`config.mk`:
```
export PLATFORM = sky130hd
export DESIGN_NAME = rg32ph_ctrl
export DESIGN_NICKNAME = d
export VERILOG_FILES = /design/src/design/rg32ph_pkg.sv /design/src/design/rg32ph_ctrl.sv
export SDC_FILE = /design/constraint.sdc
export NUM_CORES = 1
export LEC_CHECK = 0
export BUFFER_PORTS_ARGS = -buffer_cell sky130_fd_sc_hd__buf_2
export CAP_MARGIN = 20
export CORE_ASPECT_RATIO = 1.5
export CORE_UTILIZATION = 34
export DETAILED_ROUTE_END_ITERATION = 12
export HOLD_SLACK_MARGIN = 0.12
export PLACE_DENSITY = 0.62
export SKIP_LAST_GASP = 1
export SYNTH_ARGS = -nofsm -noshare
export SYNTH_HDL_FRONTEND = slang
export SYNTH_SLANG_ARGS = --single-unit
```
`constraint.sdc`:
```
create_clock -name clk -period 4.1 [get_ports clk]
set_input_delay 0.205 -clock clk [delete_from_list [all_inputs] [get_ports clk]]
set_output_delay 0.205 -clock clk [all_outputs]
set_load 0.01 [all_outputs]
```
`src/design/rg32ph_pkg.sv`:
```
// Shared types, constants and round/character functions for the RadioGatun[32] password hash.
package rg32ph_pkg;

  localparam int MILL_LEN    = 19;
  localparam int BELT_LEN    = 40;
  localparam int BELT_COLS   = 13;
  localparam int BLOCK_BYTES = 12;

  localparam logic [15:0] COST_LIMIT   = 16'd9999;
  localparam logic [16:0] SHORT_BLANKS = 17'd17;
  localparam logic [15:0] COST_RESET   = 16'd32768;
  localparam logic [5:0]  WORDS_RESET  = 6'd22;
  localparam logic [5:0]  MAX_WORDS    = 6'd32;
  localparam logic [7:0]  PAD_BYTE     = 8'h01;

  // configuration register indexes
  localparam logic CFG_BLANK_COST = 1'b0;
  localparam logic CFG_WORD_COUNT = 1'b1;

  // alphabet breakpoints: 0-9 @ A-Z a-z .
  localparam logic [7:0] CHAR_ZERO  = 8'd48;
  localparam logic [7:0] CHAR_NINE  = 8'd57;
  localparam logic [7:0] CHAR_UPZ   = 8'd90;
  localparam logic [7:0] CHAR_LOWZ  = 8'd122;
  localparam logic [7:0] CHAR_GAP   = 8'd6;
  localparam logic [7:0] CHAR_WRAP  = 8'd77;

  typedef logic [MILL_LEN-1:0][31:0] mill_t;
  typedef logic [BELT_LEN-1:0][31:0] belt_t;

  typedef struct packed {
    mill_t mill;
    belt_t belt;
  } rg_state_t;

  typedef struct packed {
    logic absorb;  // xor data byte at the current position
    logic pad;     // xor pad byte at the current position
    logic round;   // run one round
    logic clear;   // clear mill, belt and byte position
    logic load;    // load the output register
    logic sel2;    // output mill word 2 instead of word 1
    logic last;    // final word of the message
  } dp_cmd_t;

  typedef struct packed {
    logic pos_wrap;  // an absorbed byte at this position fills the block
  } dp_status_t;

  // One RadioGatun[32] round: belt feedforward, mill gamma/pi/theta/iota,
  // belt shift, belt-to-mill injection.
  function automatic rg_state_t rg_round(rg_state_t s);
    rg_state_t n;
    belt_t     fb;
    mill_t     g;
    logic [31:0] x;
    logic [63:0] xx;
    int i, m3, p, p1, p2, r, i1, i4;
    fb = s.belt;
    m3 = 0;
    for (i = 0; i < 12; i++) begin
      fb[i + m3 * BELT_COLS] = fb[i + m3 * BELT_COLS] ^ s.mill[i + 1];
      m3 = (m3 == 2) ? 0 : m3 + 1;
    end
    p = 0;
    r = 0;
    for (i = 0; i < MILL_LEN; i++) begin
      p1 = (p + 1 >= MILL_LEN) ? p + 1 - MILL_LEN : p + 1;
      p2 = (p1 + 1 >= MILL_LEN) ? p1 + 1 - MILL_LEN : p1 + 1;
      x = s.mill[p] ^ (s.mill[p1] | ~s.mill[p2]);
      r = (r + i) & 31;
      xx = {x, x} >> r;
      g[i] = xx[31:0];
      p = p + 7;
      if (p >= MILL_LEN) p = p - MILL_LEN;
    end
    n.belt[0] = fb[0];
    for (i = 1; i < BELT_LEN; i++) begin
      n.belt[i] = fb[i - 1];
    end
    for (i = 0; i < MILL_LEN; i++) begin
      i1 = (i + 1 >= MILL_LEN) ? i + 1 - MILL_LEN : i + 1;
      i4 = (i + 4 >= MILL_LEN) ? i + 4 - MILL_LEN : i + 4;
      n.mill[i] = g[i] ^ g[i1] ^ g[i4];
    end
    n.mill[0] = n.mill[0] ^ 32'd1;
    for (i = 0; i < 3; i++) begin
      n.belt[i * BELT_COLS] = n.belt[i * BELT_COLS + BELT_COLS];
      n.mill[i + 13] = n.mill[i + 13] ^ n.belt[i * BELT_COLS];
    end
    return n;
  endfunction

  function automatic logic [6:0] to_char(logic [31:0] v);
    logic [7:0] b;
    b = {2'b00, v[5:0]} + CHAR_ZERO;
    if (b > CHAR_NINE) b = b + CHAR_GAP;
    if (b > CHAR_UPZ) b = b + CHAR_GAP;
    if (b > CHAR_LOWZ) b = b - CHAR_WRAP;
    return b[6:0];
  endfunction

endpackage

```
`src/design/rg32ph_ctrl.sv`:
```
// Controller: configuration registers, sequencing of absorb, pad, blank and squeeze rounds.
module rg32ph_ctrl (
  input  logic                   clk,
  input  logic                   rst,
  input  logic                   in_valid,
  output logic                   in_stall,
  input  logic                   last_byte,
  output logic                   out_valid,
  input  logic                   out_stall,
  input  logic                   cfg_write,
  input  logic                   cfg_index,
  input  logic [15:0]            cfg_data,
  input  rg32ph_pkg::dp_status_t status,
  output rg32ph_pkg::dp_cmd_t    cmd
);
  import rg32ph_pkg::*;

  localparam logic [2:0] S_IDLE     = 3'd0;
  localparam logic [2:0] S_BLOCK    = 3'd1;
  localparam logic [2:0] S_PAD      = 3'd2;
  localparam logic [2:0] S_BLANK    = 3'd3;
  localparam logic [2:0] S_SQ_ROUND = 3'd4;
  localparam logic [2:0] S_WORD1    = 3'd5;
  localparam logic [2:0] S_WORD2    = 3'd6;

  logic [2:0]  state;
  logic [2:0]  state_next;
  logic        last_q;
  logic        last_q_next;
  logic [16:0] round_count;
  logic [16:0] round_count_next;
  logic [5:0]  words_left;
  logic [5:0]  words_left_next;
  logic        out_valid_next;
  logic [15:0] blank_cost;
  logic [5:0]  word_count;
  logic [5:0]  words_clamped;
  logic [16:0] blanks;
  logic        in_accept;
  logic        out_free;

  assign in_stall  = (state != S_IDLE);
  assign in_accept = in_valid && !in_stall;
  assign out_free  = !out_valid || !out_stall;

  assign blanks = (blank_cost > COST_LIMIT) ? ({1'b0, blank_cost} + 17'd1) : SHORT_BLANKS;

  always_comb begin
    if (word_count == 6'd0) words_clamped = 6'd1;
    else if (word_count > MAX_WORDS) words_clamped = MAX_WORDS;
    else words_clamped = word_count;
  end

  always_comb begin
    state_next       = state;
    last_q_next      = last_q;
    round_count_next = round_count;
    words_left_next  = words_left;
    cmd              = '0;
    case (state)
      S_IDLE: begin
        if (in_accept) begin
          cmd.absorb  = 1'b1;
          last_q_next = last_byte;
          if (status.pos_wrap) state_next = S_BLOCK;
          else if (last_byte) state_next = S_PAD;
        end
      end
      S_BLOCK: begin
        cmd.round  = 1'b1;
        state_next = last_q ? S_PAD : S_IDLE;
      end
      S_PAD: begin
        cmd.pad          = 1'b1;
        round_count_next = blanks;
        words_left_next  = words_clamped;
        state_next       = S_BLANK;
      end
      S_BLANK: begin
        cmd.round        = 1'b1;
        round_count_next = round_count - 17'd1;
        if (round_count == 17'd1) state_next = S_SQ_ROUND;
      end
      S_SQ_ROUND: begin
        cmd.round  = 1'b1;
        state_next = S_WORD1;
      end
      S_WORD1, S_WORD2: begin
        if (out_free) begin
          cmd.load        = 1'b1;
          cmd.sel2        = (state == S_WORD2);
          cmd.last        = (words_left == 6'd1);
          words_left_next = words_left - 6'd1;
          if (words_left == 6'd1) begin
            cmd.clear  = 1'b1;
            state_next = S_IDLE;
          end else begin
            state_next = (state == S_WORD1) ? S_WORD2 : S_SQ_ROUND;
          end
        end
      end
      default: begin
        state_next = S_IDLE;
      end
    endcase
  end

  always_comb begin
    if (cmd.load) out_valid_next = 1'b1;
    else if (!out_stall) out_valid_next = 1'b0;
    else out_valid_next = out_valid;
  end

  always_ff @(posedge clk) begin
    if (rst) begin
      state       <= S_IDLE;
      last_q      <= 1'b0;
      round_count <= '0;
      words_left  <= '0;
      out_valid   <= 1'b0;
      blank_cost  <= COST_RESET;
      word_count  <= WORDS_RESET;
    end else begin
      state       <= state_next;
      last_q      <= last_q_next;
      round_count <= round_count_next;
      words_left  <= words_left_next;
      out_valid   <= out_valid_next;
      if (cfg_write) begin
        case (cfg_index)
          CFG_BLANK_COST: blank_cost <= cfg_data;
          CFG_WORD_COUNT: word_count <= cfg_data[5:0];
          default: ;
        endcase
      end
    end
  end

`ifndef NO_ASSERTIONS
  a_blank_count: assert property (@(posedge clk) disable iff (rst)
    state == S_BLANK |-> round_count != 17'd0)
    else $error("blank round with zero count");

  a_words_left: assert property (@(posedge clk) disable iff (rst)
    (state == S_WORD1 || state == S_WORD2) |-> words_left != 6'd0)
    else $error("squeeze with no words left");

  a_last_to_pad: assert property (@(posedge clk) disable iff (rst)
    (in_accept && last_byte && !status.pos_wrap) |=> state == S_PAD)
    else $error("last byte did not start padding");

  a_pad_load: assert property (@(posedge clk) disable iff (rst)
    state == S_PAD |=> (state == S_BLANK && round_count >= SHORT_BLANKS))
    else $error("blank count not loaded after pad");
`endif

endmodule

```
# After elaboration in Yosys (flattened, before gate mapping)
# Cells that the tools add are included.
[totals] register_bits=50 inputBits=24 output_inout_bits=9 word_cells=67
[op_classes] n_addsub=3 n_lt_le_gt_ge=2 eq_ne=13 n_mux=24 bitwise_logic=1 n_reduce_logical=17
[op_table] op="case mux 17 bit (2 select lines)" count=1
[op_table] op="two-way mux 3 bit" count=6
[op_table] op="two-way mux 6 bit" count=3
[op_table] op="case mux 3 bit (6 select lines)" count=1
[op_table] op="adder 16 x 1 -> 17 bit (second input constant)" count=1
[op_table] op="equality test 17 x 1 -> 1 bit (second input constant)" count=1
[op_table] op="two-way mux 17 bit" count=1
[op_table] op="subtractor 17 x 1 -> 17 bit (second input constant)" count=1
[op_table] op="> comparator 16 x 14 -> 1 bit (second input constant)" count=1
[op_table] op="case mux 6 bit (2 select lines)" count=1
[op_table] op="equality test 3 bit (second input constant)" count=3
[op_table] op="two-way mux 4 bit" count=2
[op_table] op="AND reduction 2 bit" count=4
[op_table] op="two-way mux 1 bit" count=7
[op_table] op="equality test 3 x 2 -> 1 bit (second input constant)" count=2
[op_table] op="equality test 6 x 1 -> 1 bit (second input constant)" count=1
[op_table] op="> comparator 6 bit (second input constant)" count=1
[op_table] op="zero test 6 bit" count=1
[op_table] op="inequality test 2 bit (second input constant)" count=3
[op_table] op="subtractor 6 x 1 -> 6 bit (second input constant)" count=1
[op_table] op="two-way mux 2 bit" count=2
[op_table] op="AND reduction 4 bit" count=1
[op_table] op="nonzero test 2 bit" count=2
[op_table] op="equality test 3 x 1 -> 1 bit (second input constant)" count=1
[op_table] op="10 further kinds" count=12

# Depth between registers and ports, before layout
[depth] word_depth=5 depth_mapped=7 mapped_depth_nobuf=7

# Worst setup path before layout
# OpenSTA, ideal clock, no wires.
[synth_path] path_type="flip-flop to flip-flop" from="register round_count[0]" to="register round_count[12]" arrival_time_ns=1.638 t_required_ns=4.026 path_slack_ns=2.388 path_stages_with_launch=7 period_less_slack_ns=1.712 cell_sequence="dfxtp_1 -> inv_1 -> ha_1 -> nor3b_2 -> nand2_4 -> or4_1 -> a31oi_1"
[synth_via] elab_chain_len=2
[synth_lines] item="from (decl)" line="rg32ph_ctrl.sv:30" source="logic [16:0] round_count;"
[synth_lines] item="from (signal assigned)" line="rg32ph_ctrl.sv:126" source="round_count <= round_count_next;"
[synth_lines] item="subtractor 17 x 1 -> 17 bit" line="rg32ph_ctrl.sv:81" source="round_count_next = round_count - 17'd1;"
[synth_lines] item="case mux 17 bit (2 select lines)" line="rg32ph_ctrl.sv:60" source="case (state)"
# No other way between the ends.
# A chain may end at the register's enable or synchronous reset.

==> summary.md <==
| Metric | Value |
|---|---|
| Sum Neg Setup Slack | `0 ps` |
| Family with the most delay on the worst path | `flip-flops` |
| Switching part of the total power | `0.412` |
| TritonCTS clock tree | `built` |
| Unique masters post-synth | `59` |
| Row Count | `41` |
| Share of total power in combinational logic | `0.417` |
| Core Area | `8410 sq um` |
| Clock network latency to the later pin of the worst-skew pair | `290 ps` |
| Critical-path maximum fanout | `19` |
| Launch instance of the worst min-delay path | `cfg_data[15]` |
| Die Y | `116 microns` |
| Hold bufs inserted after CTS | `0` |
| Via count of the first global-routing pass | `2434` |
| Port Buffers | `32` |
| Setup clock skew after layout | `4.96 ps` |
| Weighted congestion at the end of routability-driven global placement | `0.851` |
| CTS Buf Count | `5` |
| Arrival time reported for the critical path endpoint | `2080 ps` |
| Pre-CTS setup slack | `1890 ps` |
| Post-DRT Antenna Nets | `0` |
| WL per Instance | `13.8 microns` |
| Average cell area after synthesis | `7.70 sq um` |
| Net count, final | `427` |
| Synthesis Warnings | `0` |
| Worst setup path start | `state[0]` |
| Post-route fraction of the period consumed by the critical path | `0.556` |
| Total placed instance area | `3110 sq um` |
| Dpl hpwl | `5.07 mm` |
| Proportion of synthesized flip-flops having asynchronous set or reset | `0` |
| Via count | `2748` |
| Worst setup slack after layout | `1820 ps` |
| Count of max-cap constraint violations | `0` |
| Launch instance of the worst register-to-register path | `state[1]` |
| EDFF count, synth | `0` |
| Unrepaired setup endpoints after global routing | `no` |
| Violation count after the first detailed-routing iteration | `193` |
| Worst path bufs/invs | `1` |
| Critical-path cell list | `xor2_1 -> nand2_1 -> nor2_1 -> buf_2` |
| Part of the total power dissipated in the clock network | `0.213` |
| P_sw | `0.781 mW` |
| Area growth from synthesis to final layout | `9.86%` |
| Leakage | `1.23 nW` |
| Crit path kind | `reg2out` |
| Final setup vio count | `0` |
| Most used flip-flop cell after synthesis | `dfxtp_1` |
| Cell-internal power | `1.11 mW` |
| Max-slew violation count | `0` |
| Cell area after layout | `3250 sq um` |
| Area enclosed by the die boundary | `9080 sq um` |
| Clock-pin slew on the worst setup and hold paths | `60 ps` |
| Remaining global-route overflow | `0` |
| TritonCTS Sinks | `50` |
| Sequential cell area | `1000 sq um` |
| Max frequency | `438 MHz` |
| Syn_nets | `413` |
| Count of fill cells added during filler insertion | `926` |
| Initial antenna violation count | `0` |
| Class of the tightest hold or removal check | `in2reg` |
| Total I/O pin count | `33` |
| CP max-delay cell | `dfxtp_1` |
| Sequential share of power | `0.370` |
| Worst-case register-to-register setup slack | `1840 ps` |
| Register bit total from synthesis | `50` |
| Global-route wire length before repair | `11.5 mm` |
| Final hold vios | `0` |
| CP endpoint kind | `output port` |
| Residual DRC count | `0` |
| Crit start category | `flip-flop` |
| Number of detailed-routing iterations run before antenna repair | `5` |
| Power density over cell area | `583 nW/um^2` |
| Total area of multi-input combinational cells | `1760 sq um` |
| Worst Reg-to-Reg Cells | `5` |
| CP Depth | `4` |
| Width of the chip | `78.2 microns` |
| Required time reported for the critical path endpoint | `3890 ps` |
| Library cell occupying the most area in the post-synthesis netlist | `dfxtp_1` |
| Pin count of the biggest net entering global routing | `55` |
| Netlist area before placement | `2960 sq um` |
| Run status | `finished, final reports clean` |
| Max incr delay on CP | `770 ps` |
| Normalized max-slew margin | `0.316` |
| Cell types with the largest area share after synthesis | `dfxtp_1 (34%), nand2_1 (7.5%), a21oi_1 (5.9%)` |
| Number of setup buffers added after CTS | `0` |
| Worst Tran Pin Value | `1020 ps` |
| H-tree level count | `2` |
| Number of buffers on the longest clock path | `2` |
| Post-synthesis cell count | `384` |
| Critical path destination | `cmd[3]` |
| Worst hold path stage count | `3` |
| DR vias/cell | `5.45` |
| Number of gates resized after cts | `0` |
| Fraction of final layout cells with drive strength greater than 1 | `0.126` |
| Worst r2r dst | `round_count[15]` |
| Worst voltage drop across the vdd grid | `0.000212 V` |
| Fraction of post-synthesis cell area in the top cell type by area | `0.338` |
| Number of diodes | `0` |
| Global-route total usage across every layer | `0.161` |
| Portion of the post-synthesis area used by sequential elements | `0.338` |
| Minimum clock period after layout | `2280 ps` |
| Wire length reported by the detailed router | `6.93 mm` |
| Starting density of the core | `0.352` |
| Cell at the root of the clock tree | `clkbuf_16` |
## sequential cells by signal, summed over array words and instances (netlist names)
signal       flops
blank_cost      16
words_left       6
word_count       6
round_count     17
out_valid        1
state            3
last_q           1
## Yosys cell counts, types with 5 or more instances
cell,instances
nor2_1,31
a31oi_1,9
o21ai_0,18
ha_1,5
nand4_1,5
a221oi_1,5
a21oi_1,35
nand3_1,14
clkbuf_1,12
xor2_1,10
xnor2_1,7
nand2_1,59
inv_1,14
and3_1,6
nor3_1,16
nor4_1,11
nand2b_1,5
dfxtp_1,50
## cell families (layout without fill, tap and decap cells)
family / count (synthesis) / count (layout) / synth area share
xor+xnor: 17 / 17 / 0.0503
buf+inv: 39 / 52 / 0.0656
flops: 50 / 50 / 0.338
simple gates: 172 / 172 / 0.303
fa+ha+maj: 5 / 5 / 0.0212
compound gates: 98 / 98 / 0.211
mux: 3 / 3 / 0.0102
## final cells by class
type,instances,share of cell area
inverter,14,0.0162
timing repair buffer,32,0.0493
tap,107,0.0412
clock buffer,6,0.0427
multi-input combinational,295,0.543
sequential,50,0.308
## metrics by stage
step | cells | hold WS, ps | util | power, mW
2_1_floorplan | 384 | 329 | - | 1.33
3_3_place_gp | 498 | 417 | 0.370 | 1.48
3_5_place_dp | 498 | 421 | 0.370 | 1.49
4_1_cts | 504 | 122 | 0.386 | 1.90
5_1_grt | 504 | 138 | 0.386 | 2.04
6_report | 504 | 128 | 0.386 | 1.90
## routing by layer
metal / vias up / wire (microns) / track usage
met5: - / 0 / 0
met4: 0 / 175 / 0.0778
met3: 12 / 221 / 0.0250
met2: 59 / 3610 / 0.295
met1: 1275 / 2930 / 0.180
li1: 1402 / - / -
## power groups by stage
| stage | Clock, mW | Sequential (mW) | Combinational, mW |
|---|---|---|---|
| 3_5_place_dp | 0 | 0.705 | 0.786 |
| 2_1_floorplan | 0 | 0.642 | 0.690 |
| 5_1_grt | 0.442 | 0.715 | 0.880 |
| 3_3_place_gp | 0 | 0.704 | 0.778 |
| 4_1_cts | 0.418 | 0.696 | 0.791 |
| 6_report | 0.404 | 0.701 | 0.791 |
## layout by cell type, fill, tap and decap left out, types with 2 or more instances in the layout
cell type / count
nand2_1: 59
buf_2: 32
mux2i_1: 3
and2_1: 3
xnor2_1: 7
a31oi_1: 9
dfxtp_1: 50
nand3_1: 14
o21a_1: 4
or4_1: 2
a221oi_1: 5
nor3_1: 16
nor4_1: 11
nor2_1: 31
o21ai_0: 18
nor3b_1: 2
and3_1: 6
a211o_1: 3
inv_1: 14
a21oi_1: 35
clkbuf_16: 5
nand4_1: 5
a2111oi_0: 2
nand2b_1: 5
nand3b_1: 2
nor3b_2: 2
ha_1: 5
xor2_1: 10
nor2b_1: 4
o31ai_1: 2
a211oi_1: 4
or3_1: 2
o211ai_1: 2
## worst min path at each step
stage                           to  slack [ps]
global placement    blank_cost[15]         420
CTS                 blank_cost[15]         120
detailed placement  blank_cost[15]         420
global route        blank_cost[15]         140
finish              blank_cost[15]         130
floorplan           blank_cost[15]         330
## worst register-to-register path, stage by stage (launching register included)
cell	delay (ps)
dfxtp_1	530
nor2b_1	610
nand2_1	380
o21ai_1	290
a2bb2oi_1	200
a211oi_1	80
Power figures use the tool's default switching activity.
